--- src/hw/rtl/assert_macros.svh ---
// Assertion helpers for RTL that checks its own logic, as the encoder unit does.
`ifndef ASSERT_MACROS_SVH
`define ASSERT_MACROS_SVH

// Condition must hold on every clock edge outside reset.
`define B64E_ASSERT_ALWAYS(label, clk, rst, cond) \
   label: assert property (@(posedge clk) disable iff (rst) (cond)) \
      else $error("invariant check failed");

// Consequent must hold in the cycle after the antecedent.
`define B64E_ASSERT_NEXT(label, clk, rst, ante, cons) \
   label: assert property (@(posedge clk) disable iff (rst) (ante) |=> (cons)) \
      else $error("next-cycle check failed");

`endif

--- src/hw/rtl/b64e_pkg.sv ---
`timescale 1ns / 1ps
// ----------------------------------------------------------------------------
// b64e_pkg
// Shared types, constants and the character table of the base64 encoder.
// ----------------------------------------------------------------------------
package b64e_pkg;

   localparam int QUEUE_DEPTH_DEF = 2;
   localparam logic [7:0] PAD_CHAR = 8'h3D;   // '='

   typedef struct packed {
      logic [7:0] data_byte;
      logic       last_byte;
   } req_payload_type;

   typedef struct packed {
      logic [7:0] code_char;
      logic       last_char;
   } rsp_payload_type;

   // One three-byte group, zero-filled, with the number of real characters.
   typedef struct packed {
      logic [23:0] bits;
      logic [2:0]  nchar;
      logic        last;
   } group_type;

   typedef struct packed {
      logic [1:0] pend_count;
   } front_stat_type;

   function automatic logic [7:0] b64_char(input logic [5:0] v);
      logic [7:0] c;
      c = 8'h00;
      case (v) inside
         [6'd0:6'd25]:  c = 8'h41 + {2'b00, v};
         [6'd26:6'd51]: c = 8'h61 + {2'b00, v} - 8'd26;
         [6'd52:6'd61]: c = 8'h30 + {2'b00, v} - 8'd52;
         6'd62:         c = 8'h2B;
         default:       c = 8'h2F;
      endcase
      return c;
   endfunction

endpackage

--- src/hw/rtl/b64e_req_if.sv ---
`timescale 1ns / 1ps
// ----------------------------------------------------------------------------
// b64e_req_if
// Byte input channel: valid/ready handshake with a raw byte payload.
// ----------------------------------------------------------------------------
interface b64e_req_if
   import b64e_pkg::*;
();
   logic            valid;
   logic            ready;
   req_payload_type payload;

   modport source (output valid, output payload, input ready);
   modport sink   (input valid, input payload, output ready);
endinterface

--- src/hw/rtl/b64e_rsp_if.sv ---
`timescale 1ns / 1ps
// ----------------------------------------------------------------------------
// b64e_rsp_if
// Character output channel: valid/ready handshake with an ASCII payload.
// ----------------------------------------------------------------------------
interface b64e_rsp_if
   import b64e_pkg::*;
();
   logic            valid;
   logic            ready;
   rsp_payload_type payload;

   modport source (output valid, output payload, input ready);
   modport sink   (input valid, input payload, output ready);
endinterface

--- src/hw/rtl/b64e_front.sv ---
`timescale 1ns / 1ps
// ----------------------------------------------------------------------------
// b64e_front
// Collects bytes into groups of three, or fewer at a message end, and pushes them.
// ----------------------------------------------------------------------------
module b64e_front
   import b64e_pkg::*;
(
   input  logic           clock,
   input  logic           reset,
   b64e_req_if.sink       req_if,
   output logic           push_valid,
   input  logic           push_ready,
   output group_type      push_group,
   output front_stat_type stat
);

   logic [1:0] cnt_ff, cnt_in;
   logic [7:0] pend0_ff, pend0_in;
   logic [7:0] pend1_ff, pend1_in;
   logic       accept;
   logic       hold;
   logic [7:0] b0, b1, b2;

   assign req_if.ready = push_ready;
   assign accept       = req_if.valid && push_ready;
   // byte only waits when the group is open and the message continues
   assign hold         = (cnt_ff < 2'd2) && !req_if.payload.last_byte;
   assign push_valid   = req_if.valid && !hold;

   always_comb begin
      b0 = (cnt_ff != 2'd0) ? pend0_ff : req_if.payload.data_byte;
      b1 = (cnt_ff == 2'd2) ? pend1_ff
         : ((cnt_ff == 2'd1) ? req_if.payload.data_byte : 8'h00);
      b2 = (cnt_ff == 2'd2) ? req_if.payload.data_byte : 8'h00;
      push_group.bits  = {b0, b1, b2};
      push_group.nchar = {1'b0, cnt_ff} + 3'd2;
      push_group.last  = req_if.payload.last_byte;
   end

   always_comb begin
      cnt_in   = cnt_ff;
      pend0_in = pend0_ff;
      pend1_in = pend1_ff;
      if (accept) begin
         if (hold) begin
            if (cnt_ff == 2'd0) begin
               pend0_in = req_if.payload.data_byte;
            end else begin
               pend1_in = req_if.payload.data_byte;
            end
            cnt_in = cnt_ff + 2'd1;
         end else begin
            cnt_in = 2'd0;
         end
      end
   end

   always_ff @(posedge clock) begin
      if (reset) begin
         cnt_ff <= 2'd0;
      end else begin
         cnt_ff <= cnt_in;
      end
      pend0_ff <= pend0_in;
      pend1_ff <= pend1_in;
   end

   assign stat.pend_count = cnt_ff;

endmodule

--- src/hw/rtl/b64e_queue.sv ---
`timescale 1ns / 1ps
// ----------------------------------------------------------------------------
// b64e_queue
// Small FIFO of finished groups between the front and back ends.
// ----------------------------------------------------------------------------
module b64e_queue
   import b64e_pkg::*;
#(
   parameter int DEPTH = QUEUE_DEPTH_DEF
) (
   input  logic      clock,
   input  logic      reset,
   input  logic      push_valid,
   output logic      push_ready,
   input  group_type push_group,
   output logic      pop_valid,
   input  logic      pop_ready,
   output group_type pop_group
);

   localparam int PTR_W = (DEPTH > 1) ? $clog2(DEPTH) : 1;
   localparam int CNT_W = $clog2(DEPTH + 1);

   group_type              entry_ff [DEPTH];
   logic [PTR_W-1:0]       wr_ptr_ff, wr_ptr_in;
   logic [PTR_W-1:0]       rd_ptr_ff, rd_ptr_in;
   logic [CNT_W-1:0]       count_ff, count_in;
   logic                   push, pop;

   assign push_ready = (count_ff != CNT_W'(DEPTH));
   assign pop_valid  = (count_ff != '0);
   assign pop_group  = entry_ff[rd_ptr_ff];
   assign push       = push_valid && push_ready;
   assign pop        = pop_valid && pop_ready;

   always_comb begin
      wr_ptr_in = wr_ptr_ff;
      rd_ptr_in = rd_ptr_ff;
      count_in  = count_ff;
      if (push) begin
         wr_ptr_in = (wr_ptr_ff == PTR_W'(DEPTH - 1)) ? '0 : wr_ptr_ff + 1'b1;
      end
      if (pop) begin
         rd_ptr_in = (rd_ptr_ff == PTR_W'(DEPTH - 1)) ? '0 : rd_ptr_ff + 1'b1;
      end
      if (push && !pop) begin
         count_in = count_ff + 1'b1;
      end else if (pop && !push) begin
         count_in = count_ff - 1'b1;
      end
   end

   always_ff @(posedge clock) begin
      if (reset) begin
         wr_ptr_ff <= '0;
         rd_ptr_ff <= '0;
         count_ff  <= '0;
      end else begin
         wr_ptr_ff <= wr_ptr_in;
         rd_ptr_ff <= rd_ptr_in;
         count_ff  <= count_in;
      end
   end

   always_ff @(posedge clock) begin
      if (push) begin
         entry_ff[wr_ptr_ff] <= push_group;
      end
   end

endmodule

--- src/hw/rtl/b64e_back.sv ---
`timescale 1ns / 1ps
// ----------------------------------------------------------------------------
// b64e_back
// Emits each group's four characters via an output reg, one per cycle if ready.
// ----------------------------------------------------------------------------
module b64e_back
   import b64e_pkg::*;
(
   input  logic      clock,
   input  logic      reset,
   input  logic      pop_valid,
   output logic      pop_ready,
   input  group_type pop_group,
   b64e_rsp_if.source rsp_if
);

   group_type  group_ff, group_in;
   logic       busy_ff, busy_in;
   logic [1:0] idx_ff, idx_in;
   logic       out_valid_ff, out_valid_in;
   logic [7:0] out_char_ff, out_char_in;
   logic       out_last_ff, out_last_in;
   logic       out_load;
   logic       done;
   logic [5:0] sext;

   assign out_load  = busy_ff && (!out_valid_ff || rsp_if.ready);
   assign done      = out_load && (idx_ff == 2'd3);
   assign pop_ready = !busy_ff || done;

   always_comb begin
      case (idx_ff)
         2'd0:    sext = group_ff.bits[23:18];
         2'd1:    sext = group_ff.bits[17:12];
         2'd2:    sext = group_ff.bits[11:6];
         default: sext = group_ff.bits[5:0];
      endcase
   end

   always_comb begin
      group_in     = group_ff;
      busy_in      = busy_ff;
      idx_in       = idx_ff;
      out_valid_in = out_valid_ff;
      out_char_in  = out_char_ff;
      out_last_in  = out_last_ff;
      if (rsp_if.ready) begin
         out_valid_in = 1'b0;
      end
      if (out_load) begin
         out_valid_in = 1'b1;
         // positions past the real characters become padding
         out_char_in  = ({1'b0, idx_ff} < group_ff.nchar) ? b64_char(sext) : PAD_CHAR;
         out_last_in  = group_ff.last && (idx_ff == 2'd3);
         idx_in       = idx_ff + 2'd1;
      end
      if (done) begin
         busy_in = 1'b0;
      end
      if (pop_valid && pop_ready) begin
         group_in = pop_group;
         busy_in  = 1'b1;
         idx_in   = 2'd0;
      end
   end

   always_ff @(posedge clock) begin
      if (reset) begin
         busy_ff      <= 1'b0;
         idx_ff       <= 2'd0;
         out_valid_ff <= 1'b0;
      end else begin
         busy_ff      <= busy_in;
         idx_ff       <= idx_in;
         out_valid_ff <= out_valid_in;
      end
      group_ff    <= group_in;
      out_char_ff <= out_char_in;
      out_last_ff <= out_last_in;
   end

   assign rsp_if.valid             = out_valid_ff;
   assign rsp_if.payload.code_char = out_char_ff;
   assign rsp_if.payload.last_char = out_last_ff;

endmodule

--- src/hw/rtl/base64_stream_encoder_unit.sv ---
`timescale 1ns / 1ps
// ----------------------------------------------------------------------------
// base64_stream_encoder_unit
// Streaming base64 encoder: raw bytes in, ASCII characters out.
// ----------------------------------------------------------------------------
// Usage:
//   req_if carries one raw byte per beat plus last_byte on the final byte of
//   a message. rsp_if carries one ASCII character per beat; last_char marks
//   the final character of the message, '=' padding included.
//   Every three bytes (or the last byte of a message) form a group that is
//   turned into four characters. Bytes that do not finish a group are taken
//   one per cycle while the queue has room and produce nothing on their own.
//   A completed group goes through the queue and the group register of the
//   character stage into the output register, where its first character is
//   valid; the other three follow one per cycle while rsp_if.ready is high.
//   Throughput: the character stage sends one character per cycle while it
//   is not stalled. A group queue of QUEUE_DEPTH entries sits between the
//   byte collector and the character stage.
//   Stall: when rsp_if.ready is low the output register holds; the byte
//   collector and the group queue keep taking bytes until the queue is full,
//   then req_if.ready drops. Reset (synchronous, active high) drops any
//   partial group, empties the queue and clears the output register.
// ----------------------------------------------------------------------------
`include "assert_macros.svh"

module base64_stream_encoder_unit
   import b64e_pkg::*;
#(
   parameter int QUEUE_DEPTH = QUEUE_DEPTH_DEF
) (
   input  logic        clock,
   input  logic        reset,
   b64e_req_if.sink    req_if,
   b64e_rsp_if.source  rsp_if
);

   logic           push_valid, push_ready;
   group_type      push_group;
   logic           pop_valid, pop_ready;
   group_type      pop_group;
   front_stat_type front_stat;

   b64e_front u_front (
      .clock      (clock),
      .reset      (reset),
      .req_if     (req_if),
      .push_valid (push_valid),
      .push_ready (push_ready),
      .push_group (push_group),
      .stat       (front_stat)
   );

   b64e_queue #(
      .DEPTH (QUEUE_DEPTH)
   ) u_queue (
      .clock      (clock),
      .reset      (reset),
      .push_valid (push_valid),
      .push_ready (push_ready),
      .push_group (push_group),
      .pop_valid  (pop_valid),
      .pop_ready  (pop_ready),
      .pop_group  (pop_group)
   );

   b64e_back u_back (
      .clock     (clock),
      .reset     (reset),
      .pop_valid (pop_valid),
      .pop_ready (pop_ready),
      .pop_group (pop_group),
      .rsp_if    (rsp_if)
   );

   `B64E_ASSERT_ALWAYS(a_count_range, clock, reset, front_stat.pend_count != 2'd3)
   `B64E_ASSERT_NEXT(a_last_clears, clock, reset, req_if.valid && req_if.ready && req_if.payload.last_byte, front_stat.pend_count == 2'd0)
   `B64E_ASSERT_NEXT(a_byte_held, clock, reset, req_if.valid && req_if.ready && !req_if.payload.last_byte && front_stat.pend_count != 2'd2, front_stat.pend_count == $past(front_stat.pend_count) + 2'd1)

endmodule

--- src/flat_wrapper.sv ---
// flat-port wrapper written by rule: the top's interface ports become plain ports
module base64_stream_encoder_unit_flat import b64e_pkg::*;
#(
   parameter int QUEUE_DEPTH = QUEUE_DEPTH_DEF
)
  (clock, reset, req_if_valid, req_if_payload, req_if_ready, rsp_if_valid, rsp_if_payload, rsp_if_ready);
  b64e_req_if req_if_i ();
  b64e_rsp_if rsp_if_i ();
  input  logic clock;
  input  logic reset;
  input wire logic [$bits(req_if_i.valid)-1:0] req_if_valid;
  input wire logic [$bits(req_if_i.payload)-1:0] req_if_payload;
  output wire logic [$bits(req_if_i.ready)-1:0] req_if_ready;
  output wire logic [$bits(rsp_if_i.valid)-1:0] rsp_if_valid;
  output wire logic [$bits(rsp_if_i.payload)-1:0] rsp_if_payload;
  input wire logic [$bits(rsp_if_i.ready)-1:0] rsp_if_ready;
  assign req_if_i.valid = req_if_valid;
  assign req_if_i.payload = req_if_payload;
  assign req_if_ready = req_if_i.ready;
  assign rsp_if_valid = rsp_if_i.valid;
  assign rsp_if_payload = rsp_if_i.payload;
  assign rsp_if_i.ready = rsp_if_ready;
  base64_stream_encoder_unit #(.QUEUE_DEPTH(QUEUE_DEPTH)) u_core (.clock(clock), .reset(reset), .req_if(req_if_i), .rsp_if(rsp_if_i));
endmodule
--- config.mk ---
export PLATFORM = sky130hd
export DESIGN_NAME = base64_stream_encoder_unit_flat
export DESIGN_NICKNAME = d
export VERILOG_FILES = /design/src/hw/rtl/b64e_pkg.sv /design/src/hw/rtl/b64e_req_if.sv /design/src/hw/rtl/b64e_rsp_if.sv /design/src/hw/rtl/b64e_front.sv /design/src/hw/rtl/b64e_queue.sv /design/src/hw/rtl/b64e_back.sv /design/src/hw/rtl/base64_stream_encoder_unit.sv /design/src/flat_wrapper.sv
export VERILOG_INCLUDE_DIRS = /design/src /design/src/hw/rtl
export SDC_FILE = /design/constraint.sdc
export NUM_CORES = 1
export LEC_CHECK = 0
export BUFFER_PORTS_ARGS = -buffer_cell sky130_fd_sc_hd__buf_2
export CORE_MARGIN = 5
export CORE_UTILIZATION = 45
export DETAILED_ROUTE_END_ITERATION = 7
export REMOVE_ABC_BUFFERS = 1
export SYNTH_ARGS = -nofsm -noshare
export SYNTH_HDL_FRONTEND = slang
export SYNTH_SLANG_ARGS = --single-unit
--- constraint.sdc ---
create_clock -name clock -period 3.6 [get_ports clock]
set_input_delay 0.18 -clock clock [delete_from_list [all_inputs] [get_ports clock]]
set_output_delay 0.18 -clock clock [all_outputs]
set_load 0.02 [all_outputs]
==> metrics.txt <==
Tmin final=2.99 ns; period utilization=0.829; Peak VDD IR=0.479 mV; GRT Util Overall=0.151; Worst-path clk slew=0.05 ns; Fin. Hold Viols=0; HPWL Detailed=5780 um; fraction of registers with async set/reset=0; Routed WL=9130 um; fin nets=412; First-pass DRT Iterations=5; via/cell ratio=5.42; WL/cell=17.0 um; DP Area=0.00534 mm^2; Antenna Violating Nets Remaining=0; Die X-Extent=116 um; Seq/Total Area, Yosys=0.686; CP arrival=3.11 ns; RSZ-0062 raised after global routing=false; WS Path Type=flop to flop; Post-synth EDFFs=109; pin count of the biggest net entering global routing=32; Max Freq=335 MHz; Distinct cells, synth=43; cell chain of the critical path=inv_1 > ha_1 > a222oi_1 > mux2_2 > inv_1 > ha_1 > nand2b_1 > nand3_1 > a221o_2 > a21oi_2 > o311ai_1; # rows=38; Clock Tree Buf Depth=2; Avg Cell Area, Syn=14.6 um^2; crit start category=flop; max incr delay on CP=0.44 ns; Max Transition Viols Final=0; Leakage=0.00209 uW; final setup violation count=0; count leader, synth=edfxtp_1; Die Y=116 um; Clock Root Buffer=clkbuf_16; Max-cap violations=0; core box area=0.0109 mm^2; CTS tree=done; hold crit path type=input port to flop; CTS H-tree lvls=4; Clk Latency, worst-skew pair=0.40 ns; cts repair resizes=0; Post-Synthesis Cells=346; number of global-route vias before repair=2812; post-synth top area share=0.647; # clock sinks=119; Synth top cells by count=edfxtp_1, mux2_2, nand2_1; IO Pins=24; vias=2910; WP buf/inv=2; GRT overflow=0; antenna cells=0; kind of end point of the critical path=flop; cell taking the most area after synthesis=edfxtp_1; IO buf count=23; number of CTS-inserted buffers=17; ys flop type=edfxtp_1; status=finished, final reports clean; Initial Utilization=0.463; Slew HR=0.508; initial antenna violation count=0; GPL Wtd Cong=0.865; top post-synthesis cells by area=edfxtp_1, mux2_2, dfxtp_1; power per cell area=858 mW/mm^2; FF+latch count, synth=119; drt drc=0; global-route wire length before repair=14900 um; Area Growth Syn to Fin=17.1%; TNS Setup=0 ns; Ys Warns=0; share of cells above drive strength 1=0.262; initial DRC count=256; Max FO, Critical Path=6; DIE AREA=0.0135 mm^2; critical path's top delay family=compound AO/OA/AOI/OAI gates; final instance area=0.00592 mm^2; post-route clock skew=0.0100 ns; CP max stage cell=a221o_2; Worst Tran Pin Value=0.738 ns; worst path required time=3.73 ns; mapped cell area=0.00506 mm^2
## cell families after synthesis
logic type	share of synthesized area
AO/OA/AOI/OAI	0.0670
XOR/XNOR	0.0138
adder cells (fa/ha/maj)	0.0371
buffers and inverters	0.0242
flip-flops	0.686
multiplexers	0.0994
other	0.000741
AND/OR/NAND/NOR	0.0712
## placed cells by master (no fill, tap or decap), types with 2 or more instances in the layout
cell type / instances
o21ai_1: 2
mux2i_1: 3
xnor2_1: 5
a222oi_1: 6
nor4_1: 3
nand2b_1: 3
a31oi_1: 3
buf_2: 23
nor3_1: 5
and2_1: 10
mux2_2: 41
a21oi_2: 2
o22ai_1: 2
buf_4: 5
a21oi_1: 17
clkinvlp_4: 4
clkinv_4: 3
ha_1: 15
o21a_1: 2
clkbuf_16: 17
xor2_1: 3
o211ai_1: 2
nor2_1: 19
dlygate4sd3_1: 3
dfxtp_1: 10
inv_1: 17
clkinv_2: 2
nand2_1: 25
nand3_1: 3
o21ai_0: 11
inv_6: 3
edfxtp_1: 109
## power breakdown
part / switching, uW / internal (uW) / total, uW / leakage (uW)
clock: 598 / 951 / 1550 / 0.000261
combinational: 945 / 578 / 1520 / 0.000738
sequential: 101 / 1910 / 2010 / 0.00109
## worst paths after layout
path | from | to | slack, ns | cells after the start
setup / recovery | u_core.u_back.idx_ff[0]$_SDFFE_PP0P_ | u_core.u_back.out_char_ff[5]$_SDFFCE_PP1P_ | 0.61 | 11
hold / removal | req_if_payload[7] | u_core.u_front.pend0_ff[6]$_DFFE_PP_ | 0.02 | 1
setup reg to reg | u_core.u_back.idx_ff[0]$_SDFFE_PP0P_ | u_core.u_back.out_char_ff[5]$_SDFFCE_PP1P_ | 0.61 | 11
hold reg to reg | u_core.u_back.busy_ff$_SDFFE_PP0P_ | u_core.u_back.rsp_if.valid$_SDFFE_PP0P_ | 0.50 | 2
## registers in the layout, indices dropped and copies added, names as in the netlist
name and count:
u_core.u_queue.rd_ptr_ff 1, u_core.u_front.pend0_ff 8, u_core.u_queue.count_ff 2, u_core.u_back.busy_ff 1, u_core.u_back.out_char_ff 8, u_core.u_back.group_ff 28, u_core.u_back.out_last_ff 1, u_core.u_queue.wr_ptr_ff 1
u_core.u_front.stat 2, u_core.u_queue.entry_ff 56, u_core.u_front.pend1_ff 8, u_core.u_back.idx_ff 2, u_core.u_back.rsp_if.valid 1
## final cells by class
class                      instances  area [um^2]
fill                             893         5010
sequential                       119         3470
multi-input combinational        198         1470
clock buffer                      18          429
timing repair buffer              31          183
tap                              140          175
clock inverter                    14          126
inverter                          17         63.8
## per-layer routing
layer | GRT usage | up-vias | wire length [um]
met2 | 0.230 | 84 | 4370
li1 | - | 1379 | -
met1 | 0.196 | 1440 | 4230
met5 | 0 | - | 0
met3 | 0.0564 | 7 | 388
met4 | 0.0619 | 0 | 138
## repair_timing
action | in CTS | in global routing
endpoints found under the hold margin | 6 | 0
buffers inserted | 0 | 0
hold buffers | 3 | 0
## stage by stage
step	std cells	util	hold slack, ns	total power (uW)	setup WS (ns)
6_report	537	0.542	0.0189	5080	0.614
3_5_place_dp	502	0.488	0.416	3550	0.654
4_1_cts	537	0.542	0.000140	5120	0.636
3_3_place_gp	502	0.488	0.416	3550	0.786
5_1_grt	537	0.542	0.00493	5400	0.354
2_1_floorplan	334	-	0.249	3150	0.326
Power figures use the tool's default switching activity.
